**src/sv/vpa_pkg.sv**
```systemverilog
// ----------------------------------------------------------------------------
// vpa_pkg
// Shared types, sizes and codes of the variable partition allocator.
// ----------------------------------------------------------------------------
package vpa_pkg;

    localparam int MAX_ENTRIES = 128;
    localparam int ADDR_BITS   = 16;
    localparam int TAG_BITS    = 8;
    localparam int IDX_W       = $clog2(MAX_ENTRIES);
    localparam int CNT_W       = IDX_W + 1;
    localparam int OFF_W       = ADDR_BITS + IDX_W;
    localparam int CFG_IDX_W   = 1;
    localparam int CFG_DATA_W  = 16;
    localparam int POL_W       = 2;

    localparam logic [ADDR_BITS-1:0] RESET_UNITS = ADDR_BITS'(1024);

    // register indexes of the configuration port
    localparam logic [CFG_IDX_W-1:0] CFG_MEMORY_UNITS = 1'b0;
    localparam logic [CFG_IDX_W-1:0] CFG_FIT_POLICY   = 1'b1;

    // fit policy codes, anything else is first fit
    localparam logic [POL_W-1:0] POL_BEST  = 2'd1;
    localparam logic [POL_W-1:0] POL_WORST = 2'd2;

    typedef enum logic [1:0] {
        OP_ALLOC   = 2'd0,
        OP_FREE    = 2'd1,
        OP_COMPACT = 2'd2,
        OP_REINIT  = 2'd3
    } t_op;

    typedef enum logic [1:0] {
        ST_OK      = 2'd0,
        ST_NO_HOLE = 2'd1,
        ST_NO_TAG  = 2'd2,
        ST_FULL    = 2'd3
    } t_status;

    typedef struct packed {
        logic                 used;
        logic [TAG_BITS-1:0]  tag;
        logic [ADDR_BITS-1:0] size;
        logic [ADDR_BITS-1:0] start;
    } t_entry;

    localparam int ENTRY_W = $bits(t_entry);

    typedef enum logic [4:0] {
        CMD_NONE,
        CMD_INIT,
        CMD_LOAD,
        CMD_REINIT,
        CMD_FAIL_HOLE,
        CMD_FAIL_TAG,
        CMD_FAIL_FULL,
        CMD_SCAN_RD,
        CMD_ALLOC_EVAL,
        CMD_ALLOC_EXACT,
        CMD_SPLIT_INIT,
        CMD_MOVE_RD,
        CMD_MOVE_WR,
        CMD_SPLIT_HOLE,
        CMD_SPLIT_BLOCK,
        CMD_FREE_HIT,
        CMD_FREE_MISS,
        CMD_NEXT_RD,
        CMD_NEXT_EVAL,
        CMD_MERGE,
        CMD_SHIFT_RD,
        CMD_SHIFT_WR,
        CMD_FREE_END,
        CMD_COMPACT_EVAL,
        CMD_COMPACT_TAIL
    } t_cmd;

    typedef struct packed {
        t_op  op;
        logic req_zero;
        logic at_end;
        logic have;
        logic exact;
        logic full;
        logic hit;
        logic move_done;
        logic shift_done;
    } t_dp_status;

    typedef enum logic [4:0] {
        S_INIT,
        S_IDLE,
        S_DISPATCH,
        S_A_RD,
        S_A_EV,
        S_A_DEC,
        S_A_MV_RD,
        S_A_MV_WR,
        S_A_HOLE,
        S_A_BLK,
        S_F_RD,
        S_F_EV,
        S_F_NRD,
        S_F_NEV,
        S_F_MRG,
        S_F_SH_RD,
        S_F_SH_WR,
        S_C_RD,
        S_C_EV,
        S_OUT
    } t_state;

endpackage

```
**src/sv/vpa_ctrl.sv**
```systemverilog
// ----------------------------------------------------------------------------
// vpa_ctrl
// Sequencer of the allocator: steps scans, moves and merges one table word
// at a time and issues one datapath command per cycle.
// ----------------------------------------------------------------------------
module vpa_ctrl (
    input  logic                i_clk,
    input  logic                i_rst_n,
    input  logic                i_in_valid,
    input  logic                i_out_ready,
    input  vpa_pkg::t_dp_status i_status,
    output vpa_pkg::t_cmd       o_cmd,
    output logic                o_in_ready,
    output logic                o_out_valid
);

    vpa_pkg::t_state r_state;
    vpa_pkg::t_state n_state;

    always_ff @(posedge i_clk) begin
        if (!i_rst_n) begin
            r_state <= vpa_pkg::S_INIT;
        end else begin
            r_state <= n_state;
        end
    end

    // next state
    always_comb begin
        n_state = r_state;
        unique case (r_state)
            vpa_pkg::S_INIT:     n_state = vpa_pkg::S_IDLE;
            vpa_pkg::S_IDLE:     if (i_in_valid) n_state = vpa_pkg::S_DISPATCH;
            vpa_pkg::S_DISPATCH: begin
                unique case (i_status.op)
                    vpa_pkg::OP_ALLOC:
                        n_state = i_status.req_zero ? vpa_pkg::S_OUT : vpa_pkg::S_A_RD;
                    vpa_pkg::OP_FREE:    n_state = vpa_pkg::S_F_RD;
                    vpa_pkg::OP_COMPACT: n_state = vpa_pkg::S_C_RD;
                    default:             n_state = vpa_pkg::S_OUT;
                endcase
            end
            vpa_pkg::S_A_RD: begin
                if (!i_status.at_end)     n_state = vpa_pkg::S_A_EV;
                else if (i_status.have)   n_state = vpa_pkg::S_A_DEC;
                else                      n_state = vpa_pkg::S_OUT;
            end
            vpa_pkg::S_A_EV:     n_state = vpa_pkg::S_A_RD;
            vpa_pkg::S_A_DEC: begin
                if (i_status.exact || i_status.full) n_state = vpa_pkg::S_OUT;
                else                                 n_state = vpa_pkg::S_A_MV_RD;
            end
            vpa_pkg::S_A_MV_RD:
                n_state = i_status.move_done ? vpa_pkg::S_A_HOLE : vpa_pkg::S_A_MV_WR;
            vpa_pkg::S_A_MV_WR:  n_state = vpa_pkg::S_A_MV_RD;
            vpa_pkg::S_A_HOLE:   n_state = vpa_pkg::S_A_BLK;
            vpa_pkg::S_A_BLK:    n_state = vpa_pkg::S_OUT;
            vpa_pkg::S_F_RD:
                n_state = i_status.at_end ? vpa_pkg::S_OUT : vpa_pkg::S_F_EV;
            vpa_pkg::S_F_EV:
                n_state = i_status.hit ? vpa_pkg::S_F_NRD : vpa_pkg::S_F_RD;
            vpa_pkg::S_F_NRD:    n_state = vpa_pkg::S_F_NEV;
            vpa_pkg::S_F_NEV:    n_state = vpa_pkg::S_F_MRG;
            vpa_pkg::S_F_MRG:    n_state = vpa_pkg::S_F_SH_RD;
            vpa_pkg::S_F_SH_RD:
                n_state = i_status.shift_done ? vpa_pkg::S_OUT : vpa_pkg::S_F_SH_WR;
            vpa_pkg::S_F_SH_WR:  n_state = vpa_pkg::S_F_SH_RD;
            vpa_pkg::S_C_RD:
                n_state = i_status.at_end ? vpa_pkg::S_OUT : vpa_pkg::S_C_EV;
            vpa_pkg::S_C_EV:     n_state = vpa_pkg::S_C_RD;
            vpa_pkg::S_OUT:      if (i_out_ready) n_state = vpa_pkg::S_IDLE;
            default:             n_state = vpa_pkg::S_IDLE;
        endcase
    end

    // commands
    always_comb begin
        o_cmd = vpa_pkg::CMD_NONE;
        unique case (r_state)
            vpa_pkg::S_INIT:     o_cmd = vpa_pkg::CMD_INIT;
            vpa_pkg::S_IDLE:     if (i_in_valid) o_cmd = vpa_pkg::CMD_LOAD;
            vpa_pkg::S_DISPATCH: begin
                if (i_status.op == vpa_pkg::OP_ALLOC && i_status.req_zero) begin
                    o_cmd = vpa_pkg::CMD_FAIL_HOLE;
                end else if (i_status.op == vpa_pkg::OP_REINIT) begin
                    o_cmd = vpa_pkg::CMD_REINIT;
                end
            end
            vpa_pkg::S_A_RD: begin
                if (!i_status.at_end)   o_cmd = vpa_pkg::CMD_SCAN_RD;
                else if (!i_status.have) o_cmd = vpa_pkg::CMD_FAIL_HOLE;
            end
            vpa_pkg::S_A_EV:     o_cmd = vpa_pkg::CMD_ALLOC_EVAL;
            vpa_pkg::S_A_DEC: begin
                if (i_status.exact)     o_cmd = vpa_pkg::CMD_ALLOC_EXACT;
                else if (i_status.full) o_cmd = vpa_pkg::CMD_FAIL_FULL;
                else                    o_cmd = vpa_pkg::CMD_SPLIT_INIT;
            end
            vpa_pkg::S_A_MV_RD:  if (!i_status.move_done) o_cmd = vpa_pkg::CMD_MOVE_RD;
            vpa_pkg::S_A_MV_WR:  o_cmd = vpa_pkg::CMD_MOVE_WR;
            vpa_pkg::S_A_HOLE:   o_cmd = vpa_pkg::CMD_SPLIT_HOLE;
            vpa_pkg::S_A_BLK:    o_cmd = vpa_pkg::CMD_SPLIT_BLOCK;
            vpa_pkg::S_F_RD:
                o_cmd = i_status.at_end ? vpa_pkg::CMD_FAIL_TAG : vpa_pkg::CMD_SCAN_RD;
            vpa_pkg::S_F_EV:
                o_cmd = i_status.hit ? vpa_pkg::CMD_FREE_HIT : vpa_pkg::CMD_FREE_MISS;
            vpa_pkg::S_F_NRD:    o_cmd = vpa_pkg::CMD_NEXT_RD;
            vpa_pkg::S_F_NEV:    o_cmd = vpa_pkg::CMD_NEXT_EVAL;
            vpa_pkg::S_F_MRG:    o_cmd = vpa_pkg::CMD_MERGE;
            vpa_pkg::S_F_SH_RD:
                o_cmd = i_status.shift_done ? vpa_pkg::CMD_FREE_END : vpa_pkg::CMD_SHIFT_RD;
            vpa_pkg::S_F_SH_WR:  o_cmd = vpa_pkg::CMD_SHIFT_WR;
            vpa_pkg::S_C_RD:
                o_cmd = i_status.at_end ? vpa_pkg::CMD_COMPACT_TAIL : vpa_pkg::CMD_SCAN_RD;
            vpa_pkg::S_C_EV:     o_cmd = vpa_pkg::CMD_COMPACT_EVAL;
            vpa_pkg::S_OUT:      o_cmd = vpa_pkg::CMD_NONE;
            default:             o_cmd = vpa_pkg::CMD_NONE;
        endcase
    end

    assign o_in_ready  = (r_state == vpa_pkg::S_IDLE);
    assign o_out_valid = (r_state == vpa_pkg::S_OUT);

endmodule

```
**config.mk**
```make
export PLATFORM = sky130hd
export DESIGN_NAME = vpa_ctrl
export DESIGN_NICKNAME = d
export VERILOG_FILES = /design/src/sv/vpa_pkg.sv /design/src/sv/vpa_ctrl.sv
export SDC_FILE = /design/constraint.sdc
export NUM_CORES = 1
export LEC_CHECK = 0
export BUFFER_PORTS_ARGS = -buffer_cell sky130_fd_sc_hd__buf_2
export CORE_MARGIN = 5
export CORE_UTILIZATION = 40
export CTS_CLUSTER_SIZE = 14
export DETAILED_ROUTE_END_ITERATION = 6
export HOLD_SLACK_MARGIN = 0.05
export MAX_ROUTING_LAYER = met4
export PLACE_DENSITY_LB_ADDON = 0.08
export SLEW_MARGIN = 20
export SYNTH_ARGS = -nofsm -noshare
export SYNTH_HDL_FRONTEND = slang
export SYNTH_SLANG_ARGS = --single-unit
```
**constraint.sdc**
```tcl
create_clock -name i_clk -period 3.4 [get_ports i_clk]
set_input_delay 0.34 -clock i_clk [delete_from_list [all_inputs] [get_ports i_clk]]
set_output_delay 0.34 -clock i_clk [all_outputs]
set_load 0.1 [all_outputs]
```
* Yosys cells after proc, flatten, opt, wreduce, memory -nomap -nowiden
Index checks and enable logic that the tools add are counted.
Widths: inputs -> output; s select.
** Storage, ports and cells
- Register bits :: 5
- Input bits :: 14
- Output and inout port bits :: 7
- Word-level logic and storage cells :: 57
** Cells by class
- Equal/unequal tests :: 24
- Muxes and demuxes :: 26
- Reduce and logical (&&, ||, !) cells :: 6
** Operators by type and width (number)
- $pmux 5 s19 :: 1
- $pmux 5 s18 :: 1
- $mux 5 :: 9
- $eq 5x4->1 const B :: 8
- $eq 5x3->1 const B :: 4
- $eq 5x5->1 const B :: 4
- $mux 4 :: 4
- $pmux 5 s3 :: 1
- $mux 3 :: 4
- $eq 5x2->1 const B :: 2
- $mux 2 :: 5
- $eq 5x1->1 const B :: 1
- $logic_not 5->1 :: 1
- $eq 2x2->1 const B :: 2
- $ne 2x2->1 const B :: 2
- $eq 2x1->1 const B :: 1
- $logic_not 2->1 :: 1
- $reduce_and 2->1 :: 1
- $reduce_or 2->1 :: 1
- $logic_and 1x1->1 :: 1
- $logic_or 1x1->1 :: 1
- $mux 1 :: 1

* Logic depth before layout (Yosys ltp)
Gate-level depths: netlist (run 1).
- Depth in word-level cells :: 4
- Depth in mapped cells :: 6
- Depth with buffers taken out :: 4

* Worst setup path after synthesis (run 1)
Ideal clock, no wire load.
- Kind :: register to output
- From :: register r_state[3]
- To :: output o_cmd[1]
- Arrival :: 3.035 ns
- Data required time :: 3.060 ns
- Slack :: 0.025 ns
- Cell stages (with the launch flop) :: 5
- Buffers on the path :: 1
- Cells stage by stage :: dfxtp_1 buf_4 nor3_1 nor2b_1 a2111o_1
** On the way
- Word-level cells in the longest chain between the ends :: 2
- Elaborated cells on any way between the ends :: 20
- Classes of those cells :: eq/ne (18); mux (1); reduce/logical (1)
** Ends and longest elaborated chain
- from (decl) :: line vpa_ctrl.sv:17 : vpa_pkg::t_state r_state;
- from (signal assigned) :: line vpa_ctrl.sv:22 : r_state <= vpa_pkg::S_INIT;
- from (signal assigned) :: line vpa_ctrl.sv:24 : r_state <= n_state;
- $eq 5x1->1
- via o_in_ready :: line vpa_ctrl.sv:13 : output logic o_in_ready,
- $pmux 5 s19 :: line vpa_ctrl.sv:79 : unique case (r_state)
- to (decl) :: line vpa_ctrl.sv:12 : output vpa_pkg::t_cmd o_cmd,
The timed path passes the listed nets, and every way through them passes these cells.

* Final worst setup path (run 1)
- From :: register r_state[1]
- To :: output o_cmd[0]
** On the way
- Word-level cells in the longest chain between the ends :: 2
- Elaborated cells on any way between the ends :: 20
- Classes of those cells :: eq/ne (18); mux (1); reduce/logical (1)
** Ends and longest elaborated chain (line)
- $eq 5x5->1, or another cell as far along :: vpa_ctrl.sv:79
- $pmux 5 s19 * :: vpa_ctrl.sv:79
Every way passes the cells marked *; elsewhere a longest branch is shown, timed or not.

==> results of run 1 <==
## metal layers
metal  routed length [um]  track usage [%]  vias to the layer above
met2                 1360             26.2                       26
met1                 1390             25.0                      535
met4                   44             6.80                        0
li1                     -                -                      561
met5                    0                -                        -
met3                  106             1.53                        4
## metrics by stage
| stage | util (%) | hold WS, ns | instance area (sq um) | cells | setup WS [ns] |
|---|---|---|---|---|---|
| after floorplan | - | 0.468 | 975 | 140 | 0.0250 |
| after global placement | 46.1 | 0.625 | 1050 | 180 | 0.889 |
| after CTS | 47.2 | 0.374 | 1070 | 184 | 0.568 |
| final | 47.2 | 0.383 | 1070 | 184 | 0.532 |
| after detailed placement | 46.1 | 0.634 | 1050 | 180 | 0.840 |
| after global routing | 47.2 | 0.370 | 1070 | 184 | 0.319 |
## cells in the mapped netlist, types with 3 or more instances
cell	instances
nor3_1	5
o41a_1	3
buf_2	6
a211o_1	4
o21ai_0	8
nand3b_1	3
nand3_1	4
nand2b_1	6
nor2b_1	9
nor2_1	15
dfxtp_1	5
nor3b_1	4
buf_6	5
nand2_1	6
a21oi_1	9
inv_1	7
## where the power goes
group | leakage [nW] | internal, W | switching [W]
Combinational | 0.371 | 0.000126 | 0.000331
Sequential | 0.0408 | 0.0000688 | 0.0000299
Clock | 0.0150 | 0.0000444 | 0.0000250
Total | 0.426 | 0.000239 | 0.000386
## critical path: cells and delay by family (launching register included)
kind                   cells  cell delay, ns
AOI/OAI and AO/OA          1            0.12
buffers and inverters      1            0.42
DFF                        1            0.82
and+or+nand+nor            3            0.92
## area by class of cell
| type | count | area (sq um) | share of cell area [%] |
|---|---|---|---|
| clock buffer | 4 | 26.3 | 2.44 |
| inverter | 7 | 26.3 | 2.44 |
| multi-input combinational | 115 | 749 | 69.7 |
| sequential | 5 | 100 | 9.31 |
| tap | 28 | 35.0 | 3.26 |
| timing repair buffer | 25 | 138 | 12.8 |
## final timing paths
| path | startpoint | endpoint | slack, ns | cells past startpoint |
|---|---|---|---|---|
| worst max register to register | r_state[2]$_SDFFE_PN0P_ | r_state[2]$_SDFFE_PN0P_ | 1.40 | 5 |
| worst min-delay path | i_rst_n | r_state[3]$_SDFFE_PN0P_ | 0.38 | 2 |
| worst min register to register | r_state[0]$_SDFFE_PN0P_ | r_state[3]$_SDFFE_PN0P_ | 0.77 | 3 |
| worst max-delay path | r_state[1]$_SDFFE_PN0P_ | o_cmd[0] | 0.53 | 5 |
## cells by family (layout without fill, tap and decap cells)
logic type,Yosys count,after routing,synth area share [%]
AOI/OAI and AO/OA,50,50,38.8
muxes,2,2,2.05
and+or+nand+nor,63,63,36.1
buffers and inverters,20,36,12.8
DFF,5,5,10.3
==> results_dict.tcl, run 1 <==
set metrics [dict create \
    rows 17 \
    post_cts_buffers 0 \
    drtIter0Drc 43 \
    worst_pin_slew_ns 0.775 \
    power_density_nw_per_um2 582 \
    drt_pass1_iterations 4 \
    avgSynthCellArea_sq_um 6.96 \
    yosysTopAreaCell "dfxtp_1" \
    hold_class "input port to register" \
    ir_drop_v 0.000419 \
    seq_area_frac_synth_pct 10.3 \
    critPathKind "register to output pin" \
    largestRegisters "r_state: 5 flops" \
    setup_violations 0 \
    cts.sinks 5 \
    final_common_cell "buf_2" \
    fin_crit_sh_pct 84.3 \
    nets 171 \
    holdBufCountCts 0 \
    cts.path.max_buffers 2 \
    largest_reg_flops 5 \
    critPathCaptureType "output pin" \
    drc 0 \
    routed_wl_um 2900 \
    leakage_nw 0.426 \
    grt_pass1_wl_um 4710 \
    die_area_sq_um 3520 \
    grt_pass1_vias 978 \
    vias 1126 \
    diodes 0 \
    layout_common_cells "buf_2, nor2_1, nor2b_1, a21oi_1, o21ai_0" \
    numPortBuffers 20 \
    dp_hpwl_um 2240 \
    cts_tree "built" \
    cp_data_arrival_time_ns 2.53 \
    htree_levels 1 \
    syn_area_sq_um 975 \
    grt_max_degree 27 \
    clk_latency_ns 0.24 \
    fill_cells 254 \
    gp_congestion 0.898 \
    coreArea_sq_um 2280 \
    async_flop_share_pct 0 \
    pin_count 21 \
    clk_pin_slew_ns 0.05 \
    cpPeakStageDelay_ns 0.82 \
    final_hold_viol_count 0 \
    grt_antenna_before_repair 0 \
    grt_use_total_pct 17.9 \
    die_x_um 59.4 \
    ant_nets 0 \
    crit_chain "nand3b_1, or3_1, nand4_1, a221o_1, buf_2" \
    critPathLaunchType "register" \
    critPathSlowestCell "dfxtp_1" \
    synth_edf_count 0 \
    max_cap_viol_count 0 \
    fp.dieH_um 59.4 \
    required_ns 3.06 \
    synth-seq-cells 5 \
    fin_crit_ns 2.87 \
    slew_headroom_pct 48.2 \
    drv_slew 0 \
    clock_skew_ns 0.00505 \
    drive_gt1_share_pct 21.2 \
    synth_cell_type_count 48 \
    ys_warn_count 0 \
    cts_made_buffers 3 \
    crit_fanout 26 \
    start_util_pct 42.8 \
    ys_top_cells_by_area "dfxtp_1, buf_6, nor2_1, nor2b_1, a21oi_1" \
    rsz0062_at_grt "false" \
    synth_flop_cell "dfxtp_1" \
    synth_top_cell_area_share_pct 10.3 \
    syn-num-nets 154 \
    cts-root-buf "clkbuf_4" \
    power.total_w 0.000625 \
    outcome "complete, no violations" \
    vias_per_cell 6.12 \
    syn_to_final_growth_pct 10.3 \
    max_freq_ghz 0.349 \
    regMostFlops "r_state" \
    fin_tns_setup_ns 0 \
    wl_per_cell_um 15.8 \
    grt_overflow 0 \
    synthCells 140 \
    cts_resized 0 \
]
(Power assumes the default switching activity.)
==> run 2, diff against run 1 <==
==> constraint.sdc (replaced) <==
create_clock -name i_clk -period 2.4 [get_ports i_clk]
set_input_delay 0.24 -clock i_clk [delete_from_list [all_inputs] [get_ports i_clk]]
set_output_delay 0.24 -clock i_clk [all_outputs]
set_load 0.1 [all_outputs]
==> run 2 against run 1 <==
- sequential share of layout area shrank 0.19 points
- highest routed layer unchanged
- final cell count rose by 1.6%
- global-route usage up 0.97 points
- power rose by 59%
- via count is 2.0% higher
- combinational power is 59% higher
- clock skew grew 0.0011 ns
- sequential cell count did not move
- hold slack worse by 0.12 ns
- non-clock buffer count is 3 higher
- setup slack got worse by 0.33 ns
==> results_dict.tcl, run 2 (synthesized netlist as in run 1, its figures left out) <==
set metrics [dict create \
    outcome "complete, no violations" \
    path_delay_family "simple AND/OR/NAND/NOR gates" \
    syn_to_final_growth_pct 19.6 \
    critPathKind "register to output pin" \
    numPortBuffers 20 \
    layout_common_cells "buf_2, nor2_1, a21oi_1, nor2b_1, buf_4" \
    drv_slew 0 \
    largestRegisters "r_state: 5 flops" \
    leakage_nw 0.459 \
    cts_tree "built" \
    cp_data_arrival_time_ns 1.96 \
    rows 17 \
    seq_area_sq_um 106 \
    ant_nets 0 \
    nets 174 \
    hold_class "input port to register" \
    regToRegSetupSlack_ns 0.50 \
    critPathCaptureType "output pin" \
    fin_hold_ws_ns 0.265 \
    critPathLaunchType "register" \
    routed_wl_um 3060 \
    grt_pass1_vias 1017 \
    htree_levels 1 \
    slew_headroom_pct 51.0 \
    crit_fanout 21 \
    ir_drop_v 0.000558 \
    grt_use_total_pct 18.8 \
    die_x_um 59.4 \
    crit_chain "nand3b_1, or3_1, nand4_1, a221o_1, buf_12" \
    gp_congestion 0.893 \
    largest_reg_flops 5 \
    die_area_sq_um 3520 \
    crit_start "r_state[0]$_SDFFE_PN0P_" \
    vias 1148 \
    grt_max_degree 22 \
    wl_per_cell_um 16.4 \
    min-delay-start "i_rst_n" \
    fin_crit_sh_pct 91.6 \
    r2r_start "r_state[3]$_SDFFE_PN0P_" \
    cts.sinks 5 \
    drt_pass1_iterations 5 \
    fin_crit_ns 2.20 \
    drc 0 \
    max_cap_viol_count 0 \
    post-route-util_pct 51.2 \
    pin_count 21 \
    clock_skew_ns 0.00616 \
    rsz0062_at_grt "false" \
    required_ns 2.16 \
    dp_hpwl_um 2410 \
    clk_latency_ns 0.24 \
    ff2ff_path_depth 5 \
    drive_gt1_share_pct 26.4 \
    drtIter0Drc 58 \
    power_density_nw_per_um2 853 \
    start_util_pct 42.8 \
    regMostFlops "r_state" \
    vias_per_cell 6.14 \
    grt_pass1_wl_um 4910 \
    final_common_cell "buf_2" \
    min_to "r_state[3]$_SDFFE_PN0P_" \
    whs_path_depth 2 \
    max_freq_ghz 0.455 \
    fin_ws_ns 0.202 \
    cts.path.max_buffers 2 \
    grt_overflow 0 \
    worst_pin_slew_ns 0.716 \
    reg2reg_to "r_state[4]$_SDFFE_PN0P_" \
    diodes 0 \
    final_hold_viol_count 0 \
    crit_buf_inv 1 \
    cts-root-buf "clkbuf_4" \
    holdBufCountCts 0 \
    grt_antenna_before_repair 0 \
    setup_violations 0 \
    post-place-ws_ns 0.257 \
    fill_cells 231 \
    cpPeakStageDelay_ns 0.54 \
    fp.dieH_um 59.4 \
    multi_input_area_sq_um 752 \
    clk_pin_slew_ns 0.05 \
    cts_made_buffers 3 \
    coreArea_sq_um 2280 \
    critPathSlowestCell "dfxtp_2" \
]
-- run 2: changes by cell type in the layout (fill, tap and decap cells not counted), sizes merged --
cell	change
buf	+3
-- run 2: worst max-delay path by stage --
stage,to,slack (ns),depth (start not counted)
2_1_floorplan,o_cmd[1],-0.29,4
3_3_place_gp,o_cmd[0],0.24,5
3_5_place_dp,o_cmd[0],0.26,5
4_1_cts,o_cmd[3],0.03,4
5_1_grt,o_cmd[1],0.13,5
6_report,o_cmd[0],0.20,5
-- run 2: cell type report --
| cell class | count | share of cell area (%) |
|---|---|---|
| Multi-Input combinational cell | 115 | 64.5 |
| Timing Repair Buffer | 28 | 18.9 |
| Sequential cell | 5 | 9.12 |
| Tap cell | 28 | 3.00 |
| Clock buffer | 4 | 2.25 |
| Inverter | 7 | 2.25 |
-- run 2: stage by stage --
step	total power (W)	TNS, ns	std cells	instance area (sq um)
finish	0.000995	0	187	1170
global route	0.00105	0	187	1170
CTS	0.000994	0	187	1160
detailed placement	0.000889	0	183	1130
global placement	0.000889	0	183	1130
floorplan	0.000693	-0.286	140	977
-- run 2: metal layers --
metal / up-vias / wire length [um] / global-route usage, %
met4: 0 / 34 / 5.83
met1: 536 / 1370 / 25.6
met3: 4 / 198 / 1.53
met5: - / 0 / -
li1: 567 / - / -
met2: 41 / 1460 / 29.3
-- run 2: what timing repair did --
action                                  in CTS  in global routing
endpoints found under the hold margin        0                  0
setup buffers                                0                  0
endpoints found under the setup margin       3                  3
resized for setup                            1                  4
-- run 2: where the power goes --
group | switching, W | internal, W | total, W
clock network | 0.0000349 | 0.0000629 | 0.0000978
logic | 0.000464 | 0.000264 | 0.000727
registers | 0.0000691 | 0.000101 | 0.000170
